==> src/rtl/cle_pkg.sv <==
package cle_pkg;

  localparam int RING_DEPTH_DEF = 32;

  localparam int STEP_W = 5;

  localparam logic [7:0] CH_BEL = 8'h07;
  localparam logic [7:0] CH_BS  = 8'h08;
  localparam logic [7:0] CH_LF  = 8'h0A;
  localparam logic [7:0] CH_CR  = 8'h0D;
  localparam logic [7:0] CH_ESC = 8'h1B;
  localparam logic [7:0] CH_SP  = 8'h20;
  localparam logic [7:0] CH_DEL = 8'h7F;

  localparam logic [1:0] KIND_ECHO = 2'd0;
  localparam logic [1:0] KIND_DATA = 2'd1;
  localparam logic [1:0] KIND_DONE = 2'd2;

  typedef logic [STEP_W-1:0] step_t;

  // program entry points
  localparam step_t ST_DISPATCH = 5'd0;
  localparam step_t ST_IGNORE   = 5'd5;
  localparam step_t ST_EOL      = 5'd6;
  localparam step_t ST_ERASE    = 5'd8;
  localparam step_t ST_ESC      = 5'd12;
  localparam step_t ST_PRINT    = 5'd13;
  localparam step_t ST_SWALLOW  = 5'd16;
  localparam step_t ST_BELL     = 5'd17;
  localparam step_t ST_READ     = 5'd18;
  localparam step_t ST_LOOP     = 5'd20;
  localparam step_t ST_EXIT     = 5'd25;
  localparam step_t ST_NOLINE   = 5'd26;

  typedef enum logic [3:0] {
    C_NEVER,
    C_ALWAYS,
    C_IS_READ,
    C_IS_EOL,
    C_IS_ERASE,
    C_IS_ESC,
    C_IS_PRINT,
    C_ESC_ARMED,
    C_FULL,
    C_EMPTY,
    C_NOT_READY,
    C_IDX_AT_LIM,
    C_DATA_EOL
  } cond_t;

  typedef enum logic [2:0] {
    B_ZERO,
    B_CR,
    B_LF,
    B_BS,
    B_SP,
    B_BEL,
    B_RX,
    B_DATA
  } bsel_t;

  typedef struct packed {
    cond_t      cond;
    step_t      target;
    logic       emit;
    logic [1:0] kind;
    bsel_t      bsel;
    logic       cnt_idx;   // count field is idx+1, else zero
    logic       last;
    logic       done;
    logic       store;
    logic       wdec;
    logic       rd;        // read ring at rptr, advance rptr
    logic       esc_set;
    logic       esc_clr;
    logic       rdy_set;
    logic       rdy_clr;
    logic       idx_clr;
    logic       idx_inc;
  } ctrl_t;

  function automatic ctrl_t ucode(input step_t s);
    ctrl_t w;
    w = '0;
    w.cond = C_NEVER;
    w.bsel = B_ZERO;
    unique case (s)
      5'd0:  begin w.cond = C_IS_READ;  w.target = ST_READ;  end
      5'd1:  begin w.cond = C_IS_EOL;   w.target = ST_EOL;   end
      5'd2:  begin w.cond = C_IS_ERASE; w.target = ST_ERASE; end
      5'd3:  begin w.cond = C_IS_ESC;   w.target = ST_ESC;   end
      5'd4:  begin w.cond = C_IS_PRINT; w.target = ST_PRINT; end
      5'd5:  begin w.done = 1'b1; end
      // line end: echo cr lf, store terminator unchecked
      5'd6:  begin w.emit = 1'b1; w.kind = KIND_ECHO; w.bsel = B_CR; end
      5'd7:  begin
        w.emit = 1'b1; w.kind = KIND_ECHO; w.bsel = B_LF; w.last = 1'b1;
        w.store = 1'b1; w.rdy_set = 1'b1; w.done = 1'b1;
      end
      // erase
      5'd8:  begin w.esc_clr = 1'b1; w.cond = C_EMPTY; w.target = ST_IGNORE; end
      5'd9:  begin w.emit = 1'b1; w.kind = KIND_ECHO; w.bsel = B_BS; end
      5'd10: begin w.emit = 1'b1; w.kind = KIND_ECHO; w.bsel = B_SP; end
      5'd11: begin
        w.emit = 1'b1; w.kind = KIND_ECHO; w.bsel = B_BS; w.last = 1'b1;
        w.wdec = 1'b1; w.done = 1'b1;
      end
      5'd12: begin w.esc_set = 1'b1; w.done = 1'b1; end
      // printable
      5'd13: begin w.cond = C_ESC_ARMED; w.target = ST_SWALLOW; end
      5'd14: begin w.cond = C_FULL; w.target = ST_BELL; end
      5'd15: begin
        w.emit = 1'b1; w.kind = KIND_ECHO; w.bsel = B_RX; w.last = 1'b1;
        w.store = 1'b1; w.done = 1'b1;
      end
      5'd16: begin w.esc_clr = 1'b1; w.done = 1'b1; end
      5'd17: begin
        w.emit = 1'b1; w.kind = KIND_ECHO; w.bsel = B_BEL; w.last = 1'b1;
        w.done = 1'b1;
      end
      // read request
      5'd18: begin w.cond = C_NOT_READY; w.target = ST_NOLINE; end
      5'd19: begin w.rdy_clr = 1'b1; w.idx_clr = 1'b1; end
      5'd20: begin w.cond = C_IDX_AT_LIM; w.target = ST_EXIT; end
      5'd21: begin w.cond = C_EMPTY; w.target = ST_EXIT; end
      5'd22: begin w.rd = 1'b1; end
      5'd23: begin
        w.emit = 1'b1; w.kind = KIND_DATA; w.bsel = B_DATA;
        w.cond = C_DATA_EOL; w.target = ST_EXIT;
      end
      5'd24: begin w.idx_inc = 1'b1; w.cond = C_ALWAYS; w.target = ST_LOOP; end
      5'd25: begin
        w.emit = 1'b1; w.kind = KIND_DONE; w.cnt_idx = 1'b1; w.last = 1'b1;
        w.done = 1'b1;
      end
      5'd26: begin
        w.emit = 1'b1; w.kind = KIND_DONE; w.last = 1'b1; w.done = 1'b1;
      end
      default: begin w.done = 1'b1; end
    endcase
    return w;
  endfunction

endpackage

==> src/rtl/console_line_editor.sv <==
// console receive line editor over a byte ring. an item is taken when start is
// high and busy is low; the block then runs a short microprogram, one step per
// cycle, and raises out_valid for one cycle per result with no way for the
// receiver to hold it off, so it must take every transfer as it comes. a
// received byte runs the dispatch chain of the program and then its handler; a
// read request with no line ready gives only a done result, else it pops
// bytes through the loop of limit check, empty check, ring read, data emit and
// index step until it stops on a terminator, at max_len or when the ring runs
// dry. out_last marks the final result of an item, and busy drops in the same
// cycle that this last result is shown, so the next start can follow at once.
// no clearing pass after reset: the ring discipline never pops an entry that
// was never written.
module console_line_editor #(
  parameter int RING_DEPTH = cle_pkg::RING_DEPTH_DEF
) (
  input  logic       clk,
  input  logic       rst_n,
  input  logic       start,
  output logic       busy,
  input  logic       in_op,
  input  logic [7:0] in_rx_byte,
  input  logic [5:0] in_max_len,
  output logic       out_valid,
  output logic [1:0] out_kind,
  output logic [7:0] out_byte,
  output logic [6:0] out_count,
  output logic       out_last
);
  import cle_pkg::*;

  localparam int PW = $clog2(RING_DEPTH);
  localparam logic [PW-1:0] PTR_LAST = PW'(RING_DEPTH - 1);

  // latched item
  logic       op_r;
  logic [7:0] byte_r;
  logic [5:0] lim_r;

  // sequencer
  logic  busy_r, busy_nxt;
  step_t step_r, step_nxt;
  ctrl_t cw;
  logic  cond_hit;

  // datapath state
  logic [PW-1:0] rptr_r, rptr_nxt;
  logic [PW-1:0] wptr_r, wptr_nxt;
  logic          ready_r, ready_nxt;
  logic          esc_r, esc_nxt;
  logic [5:0]    idx_r, idx_nxt;
  logic [7:0]    rdata_r;

  // byte ring
  logic [7:0] line_store_r [RING_DEPTH];

  // result registers
  logic       out_valid_r;
  logic [1:0] out_kind_r;
  logic [7:0] out_byte_r;
  logic [6:0] out_count_r;
  logic       out_last_r;
  logic [7:0] byte_sel;

  logic empty, full, data_eol, accept;
  logic [PW-1:0] wptr_inc, rptr_inc;

  function automatic logic [PW-1:0] ring_next(input logic [PW-1:0] p);
    return (p == PTR_LAST) ? '0 : p + 1'b1;
  endfunction

  assign accept   = start && !busy_r;
  assign wptr_inc = ring_next(wptr_r);
  assign rptr_inc = ring_next(rptr_r);
  assign empty    = (wptr_r == rptr_r);
  assign full     = (wptr_inc == rptr_r);
  assign data_eol = (rdata_r == CH_CR) || (rdata_r == CH_LF);

  // current control word
  assign cw = ucode(step_r);

  // jump condition select
  always_comb begin
    case (cw.cond)
      C_NEVER:      cond_hit = 1'b0;
      C_ALWAYS:     cond_hit = 1'b1;
      C_IS_READ:    cond_hit = op_r;
      C_IS_EOL:     cond_hit = (byte_r == CH_CR) || (byte_r == CH_LF);
      C_IS_ERASE:   cond_hit = (byte_r == CH_BS) || (byte_r == CH_DEL);
      C_IS_ESC:     cond_hit = (byte_r == CH_ESC);
      C_IS_PRINT:   cond_hit = (byte_r >= CH_SP);
      C_ESC_ARMED:  cond_hit = esc_r;
      C_FULL:       cond_hit = full;
      C_EMPTY:      cond_hit = empty;
      C_NOT_READY:  cond_hit = !ready_r;
      C_IDX_AT_LIM: cond_hit = (idx_r >= lim_r);
      C_DATA_EOL:   cond_hit = data_eol;
      default:      cond_hit = 1'b0;
    endcase
  end

  // byte source for emitted results; a popped terminator goes out as zero
  always_comb begin
    case (cw.bsel)
      B_ZERO:  byte_sel = 8'h00;
      B_CR:    byte_sel = CH_CR;
      B_LF:    byte_sel = CH_LF;
      B_BS:    byte_sel = CH_BS;
      B_SP:    byte_sel = CH_SP;
      B_BEL:   byte_sel = CH_BEL;
      B_RX:    byte_sel = byte_r;
      B_DATA:  byte_sel = data_eol ? 8'h00 : rdata_r;
      default: byte_sel = 8'h00;
    endcase
  end

  // next state for sequencer and datapath registers
  always_comb begin
    busy_nxt  = busy_r;
    step_nxt  = step_r;
    rptr_nxt  = rptr_r;
    wptr_nxt  = wptr_r;
    ready_nxt = ready_r;
    esc_nxt   = esc_r;
    idx_nxt   = idx_r;
    if (!busy_r) begin
      if (accept) begin
        busy_nxt = 1'b1;
        step_nxt = ST_DISPATCH;
      end
    end else begin
      // step counter with conditional jump, program end parks the sequencer
      if (cw.done) begin
        busy_nxt = 1'b0;
        step_nxt = ST_DISPATCH;
      end else if (cond_hit) begin
        step_nxt = cw.target;
      end else begin
        step_nxt = step_r + 1'b1;
      end
      if (cw.store)   wptr_nxt = wptr_inc;
      if (cw.wdec)    wptr_nxt = (wptr_r == '0) ? PTR_LAST : wptr_r - 1'b1;
      if (cw.rd)      rptr_nxt = rptr_inc;
      if (cw.rdy_set) ready_nxt = 1'b1;
      if (cw.rdy_clr) ready_nxt = 1'b0;
      if (cw.esc_set) esc_nxt = 1'b1;
      if (cw.esc_clr) esc_nxt = 1'b0;
      if (cw.idx_clr) idx_nxt = '0;
      if (cw.idx_inc) idx_nxt = idx_r + 1'b1;
    end
  end

  // control state
  always_ff @(posedge clk) begin
    if (!rst_n) begin
      busy_r      <= 1'b0;
      step_r      <= ST_DISPATCH;
      rptr_r      <= '0;
      wptr_r      <= '0;
      ready_r     <= 1'b0;
      esc_r       <= 1'b0;
      idx_r       <= '0;
      out_valid_r <= 1'b0;
    end else begin
      busy_r      <= busy_nxt;
      step_r      <= step_nxt;
      rptr_r      <= rptr_nxt;
      wptr_r      <= wptr_nxt;
      ready_r     <= ready_nxt;
      esc_r       <= esc_nxt;
      idx_r       <= idx_nxt;
      out_valid_r <= busy_r && cw.emit;
    end
  end

  // item capture and result payload
  always_ff @(posedge clk) begin
    if (accept) begin
      op_r   <= in_op;
      byte_r <= in_rx_byte;
      lim_r  <= in_max_len;
    end
    if (busy_r && cw.emit) begin
      out_kind_r  <= cw.kind;
      out_byte_r  <= byte_sel;
      out_count_r <= cw.cnt_idx ? ({1'b0, idx_r} + 7'd1) : 7'd0;
      out_last_r  <= cw.last;
    end
  end

  // ring memory, one write port and one registered read port
  always_ff @(posedge clk) begin
    if (busy_r && cw.store) begin
      line_store_r[wptr_r] <= byte_r;
    end
    if (busy_r && cw.rd) begin
      rdata_r <= line_store_r[rptr_r];
    end
  end

  assign busy      = busy_r;
  assign out_valid = out_valid_r;
  assign out_kind  = out_kind_r;
  assign out_byte  = out_byte_r;
  assign out_count = out_count_r;
  assign out_last  = out_last_r;

endmodule

==> config.mk <==
export PLATFORM = sky130hd
export DESIGN_NAME = console_line_editor
export DESIGN_NICKNAME = d
export VERILOG_FILES = /design/src/rtl/cle_pkg.sv /design/src/rtl/console_line_editor.sv
export SDC_FILE = /design/constraint.sdc
export NUM_CORES = 1
export LEC_CHECK = 0
export BUFFER_PORTS_ARGS = -buffer_cell sky130_fd_sc_hd__buf_2
export CORE_MARGIN = 2
export CORE_UTILIZATION = 65
export CTS_CLUSTER_SIZE = 14
export DETAILED_ROUTE_END_ITERATION = 6
export GPL_ROUTABILITY_DRIVEN = 0
export PLACE_DENSITY_LB_ADDON = 0.05
export SLEW_MARGIN = 15
export SYNTH_ARGS = -nofsm -noshare
export SYNTH_HDL_FRONTEND = slang
export SYNTH_SLANG_ARGS = --single-unit
==> constraint.sdc <==
create_clock -name clk -period 4.7 [get_ports clk]
set_input_delay 0.235 -clock clk [delete_from_list [all_inputs] [get_ports clk]]
set_output_delay 0.235 -clock clk [all_outputs]
set_load 0.005 [all_outputs]
After elaboration in Yosys (flattened, before gate mapping)

Memories as Yosys holds them, arrays and structs flattened. A register that Yosys moved wholly into a read port is not among the register bits.
Cells that the tools add are included.

Reduce and logical (&&, ||, !) cells: 29
$add $sub $neg: 6
Order comparisons: 2
Equality and inequality tests: 55
Mux-type cells: 36

Operators with widths:

| kind                  | number |
|---|---|
| $pmux W9 S13          | 1 |
| $eq A5 B5 Y1 const B  | 13 |
| $pmux W8 S8           | 1 |
| $mux W5               | 9 |
| $eq A5 B4 Y1 const B  | 8 |
| $eq A8 B4 Y1 const B  | 5 |
| $pmux W3 S7           | 1 |
| $eq A4 B4 Y1 const B  | 5 |
| $mux W1               | 18 |
| $reduce_or A18 Y1     | 1 |
| $eq A4 B3 Y1 const B  | 4 |
| $add A5 B1 Y5 const B | 3 |
| $eq A5 B3 Y1 const B  | 3 |
| $eq A3 B3 Y1 const B  | 4 |
| $mux W6               | 2 |
| $pmux W1 S12          | 1 |
| $eq A5 B2 Y1 const B  | 2 |
| $eq A5 B5 Y1          | 2 |
| $logic_not A5 Y1      | 2 |
| $reduce_and A2 Y1     | 5 |
| $reduce_bool A2 Y1    | 5 |
| $pmux W3 S3           | 1 |
| $eq A4 B2 Y1 const B  | 2 |
| $eq A8 B5 Y1 const B  | 1 |
| 19 further kinds      | 29 |

Bits in registers: 58
Word-level logic and storage cells: 144
Input bits: 18
Memories kept: 1
Memory bits (writable): 256

Memory list:

| memory       | words | bits a word | read ports | clocked after Yosys merged registers in | wr ports | RTL line                  | text |
|---|---|---|---|---|---|---|---|
| line_store_r | 32    | 8           | 1          | 1                                       | 1        | console_line_editor.sv:54 | `logic [7:0] line_store_r [RING_DEPTH];` |

Logic depth before layout (Yosys ltp)

Depth after elaboration: 7
Gate-level depth with buffers: 12

Worst setup path after synthesis

Ideal clock, no wire load.

Kind: register to register
From: reg step_r[0]
To: reg step_r[3]
Path buffers: 1
Setup time: 0.120 ns
Cell stages (with the launch flop): 13
Slack: 1.875 ns
Arrival time: 2.706 ns
Cells stage by stage: dfxtp_1 > inv_1 > ha_1 > buf_2 > nor2b_1 > o21ai_2 > o2111ai_4 > nor3_4 > mux2i_1 > xor2_1 > a41oi_4 > nor3b_1 > a211o_1

Longest elaborated chain between the ends: 7
Elaborated cells on any way between the ends: 37

Ends and longest elaborated chain:

| item                                       | RTL line                   | text |
|---|---|---|
| start: declaration                         | console_line_editor.sv:41  | `step_t step_r, step_nxt;` |
| start signal: assignment                   | console_line_editor.sv:165 | `step_r <= step_nxt;` |
| $eq A5 B5 Y1, or another cell as far along | cle_pkg.sv:87              | `unique case (s)` |
| $pmux W9 S13                               | cle_pkg.sv:87              |  |
| $eq A4 B4 Y1, or another cell as far along | console_line_editor.sv:83  | `case (cw.cond)` |
| $pmux W1 S12                               | console_line_editor.sv:83  |  |
| $mux W5                                    | console_line_editor.sv:135 | `end else if (cond_hit) begin` |
| $mux W5 (*)                                | console_line_editor.sv:132 | `if (cw.done) begin` |
| $mux W5 (*)                                | console_line_editor.sv:125 | `if (!busy_r) begin` |

Every way passes the cells marked *; elsewhere a longest branch is shown, timed or not.
A chain may end at the register's enable or synchronous reset.

Final worst setup path

From: reg step_r[2]
To: reg step_r[3]

The elaborated chain is that of the path after synthesis.

==> reports/results.ini <==
[run]
cap_violations=0

[synthesis]
ys_ff_latch=322
ys_warn_count=0
synth_edf_count=297
syn_inst=847
synth-main-ff-cell=edfxtp_1
syn-cell-area_um2=13950
syn_nets=885
yosys-top-cells-count=edfxtp_1, nor2_1, mux4_2
yosys.area.top_type_share=0.6393
ys_types=74
synth_seq_area_share=0.6752
synthArstFlopShare=0
synth_area_leaders=edfxtp_1, mux4_2, dfxtp_1
post-synth-top-count-cell=edfxtp_1
yosys.area.top_type=edfxtp_1
avgSynthCellArea_um2=16.47

[clock_tree]
clkLatencyLatePin_ns=0.55
cts_sinks=322
clock_path_buffers=3
cts_root_buffer=clkbuf_16
cts-resized-gates=0
path_clk_slew_ns=0.06
cts_buffers=31
ctsHtreeMaxLevel=1
cts_tree=built

[sta]
tightest_slew_ns=1.084
clock.fmax_mhz=287.7
tns_ns=0
fin_worst_skew_ns=0.007720
finalCritPeriodShare=0.7394
slew_headroom=0.2765
finalCriticalPeriod_ns=3.475
hold_viol=0
slew_violations=0
rsz0062_at_grt=no
setup_viol=0

[detailed_routing]
first_pass_iters=5
ant_nets=0
drc=0
avgViaCountPerCell=6.520
drt-total-wl_um=30390
vias=7857
drt_iter0_drc=691
wl_per_cell_um=25.22

[setup_path]
crit_slowest_cell=dfxtp_1
startpoint=step_r[2]$_SDFFE_PN0P_
worstPathMaxFanout=33
max_stage_delay_ns=1.02
rr_endpoint=step_r[3]$_SDFFE_PN0P_
cp.arrival_ns=3.92
worstSetupPathType=reg2reg
crit_path_end=step_r[3]$_SDFFE_PN0P_
rrSetupSlack_ns=1.22
cp.depth=9
startpoint_type=register
reg2regPathDepth=9
cp.required_ns=5.14
crit_family=simple AND/OR/NAND/NOR gates
cp-end-kind=register
r2r_start=step_r[2]$_SDFFE_PN0P_
cp.buffers_inverters=0
crit_chain=nand2_2 -> nor3_4 -> o2111ai_4 -> nor3_4 -> mux2i_1 -> xor2_1 -> a41oi_4 -> nor3b_1 -> a211o_1
crit_top_cell=nor3_4

[global_route]
gr-total-overflow=0
grt_pass1_vias=7874
grt_max_degree=40
grt_antenna_before_repair=1
grt_usage=0.2777
grt_pass1_wl_um=46460

[floorplan]
die_w_um=150.5
start_util=0.6637
design.die.area_um2=22650
io_pins=38
std_cell_rows=53
core_um2=21020
die_h_um=150.5

[cells_and_area]
nets=942
fillers=1233
drive_above_1_share=0.2282
final_util=0.7429
area_delta_synth_final_pct=11.95

[place]
hpwlAfterDp_um=19320
port_buffers=37

[min_path]
hp-class=in2reg
min_from=start

[run_status]
status=completed

[pwr]
max-vdd-ir-drop_mv=0.3356
p_leak_uw=0.005020
powerDensity_nw_per_um2=412.5

[per-stage QoR]
step / setup WS, ns / hold slack (ns) / power, uW / cell area (um^2) / std cells
CTS: 1.266 / 0.06121 / 6465 / 15570 / 1201
global placement: 1.399 / 0.4115 / 3960 / 14390 / 1128
global route: 0.9771 / 0.1097 / 6651 / 15620 / 1204
floorplan: 1.875 / 0.3339 / 3829 / 13950 / 847
finish: 1.225 / 0.08467 / 6441 / 15620 / 1205
detailed placement: 1.283 / 0.4131 / 3980 / 14390 / 1128
[power by group]
group | internal, uW | switching (uW) | total (uW)
clock | 1490 | 1010 | 2490
combinational | 257 | 398 | 655
sequential | 3180 | 109 | 3290
[layout make-up]
type                       count  area, um^2  share of cell area
timing repair buffer          65       464.2             0.02972
clock buffer                  38       802.0             0.05135
multi-input combinational    463        4272              0.2735
clock inverter                20       230.2             0.01474
tap                          275       344.1             0.02203
inverter                      21       78.83            0.005047
antenna                        1       2.502           0.0001602
sequential                   322        9424              0.6034
[layer usage]
metal | up-vias | global-route usage | part of all wire
met4 | 0 | 0.07972 | 0.025
li1 | 3465 | - | -
met3 | 56 | 0.03545 | 0.068
met5 | - | 0 | 0
met2 | 354 | 0.4657 | 0.51
met1 | 3982 | 0.3910 | 0.40
[worst reg2reg max path: stages (launching register included)]
cell,delay (ns)
dfxtp_1,1.02
nand2_2,0.29
nor3_4,0.33
o2111ai_4,0.20
nor3_4,0.30
mux2i_1,0.27
xor2_1,0.30
a41oi_4,0.21
nor3b_1,0.19
a211o_1,0.26
[sequential cells by signal, summed over array words and instances (netlist names)]
register	count
out_last	1
out_kind	2
step_r	5
line_store_r	256
out_valid	1
byte_r	8
op_r	1
esc_r	1
out_count	7
lim_r	6
out_byte	8
wptr_r	5
idx_r	6
rdata_r	8
rptr_r	5
busy	1
ready_r	1
[how the worst min path moves through the flow]
stage | endpoint | slack [ns] | cells after the start
6_report | step_r[0]$_SDFFE_PN0P_ | 0.08 | 4
5_1_grt | step_r[0]$_SDFFE_PN0P_ | 0.11 | 4
4_1_cts | step_r[0]$_SDFFE_PN0P_ | 0.06 | 4
3_5_place_dp | lim_r[5]$_DFFE_PP_ | 0.41 | 1
3_3_place_gp | byte_r[4]$_DFFE_PP_ | 0.41 | 1
2_1_floorplan | byte_r[0]$_DFFE_PP_ | 0.33 | 0
[timing repair]
action                    4_1_cts  5_1_grt
hold buffers                   15        0
hold endpoints to repair       15        0
buffers inserted                0        0
[kinds of logic (layout without fill, tap and decap cells)]
logic type,count (synthesis),after routing,synth area share
other,0,1,0
buffers and inverters,62,144,0.01865
AOI/OAI and AO/OA,111,111,0.05875
DFF,322,322,0.6752
and+or+nand+nor,220,220,0.07740
xor gates and xnor gates,15,15,0.009955
adders and majority gates,20,20,0.01794
muxes,97,97,0.1422
[cells in the final DEF, fill, tap and decap left out, types with 8 or more instances in the layout]
cell type,instances
edfxtp_1,297
nor2_1,86
mux4_2,80
nand2_1,42
buf_2,37
o21ai_0,31
clkbuf_16,31
a21oi_1,23
dfxtp_1,23
inv_1,20
ha_1,20
nand3_1,17
dlygate4sd3_1,15
nor3_1,11
xnor2_1,10
and3_1,9
or3_1,9
mux2_2,9
buf_4,9
nor2b_1,8
mux2i_1,8
(Power assumes the default switching activity.)
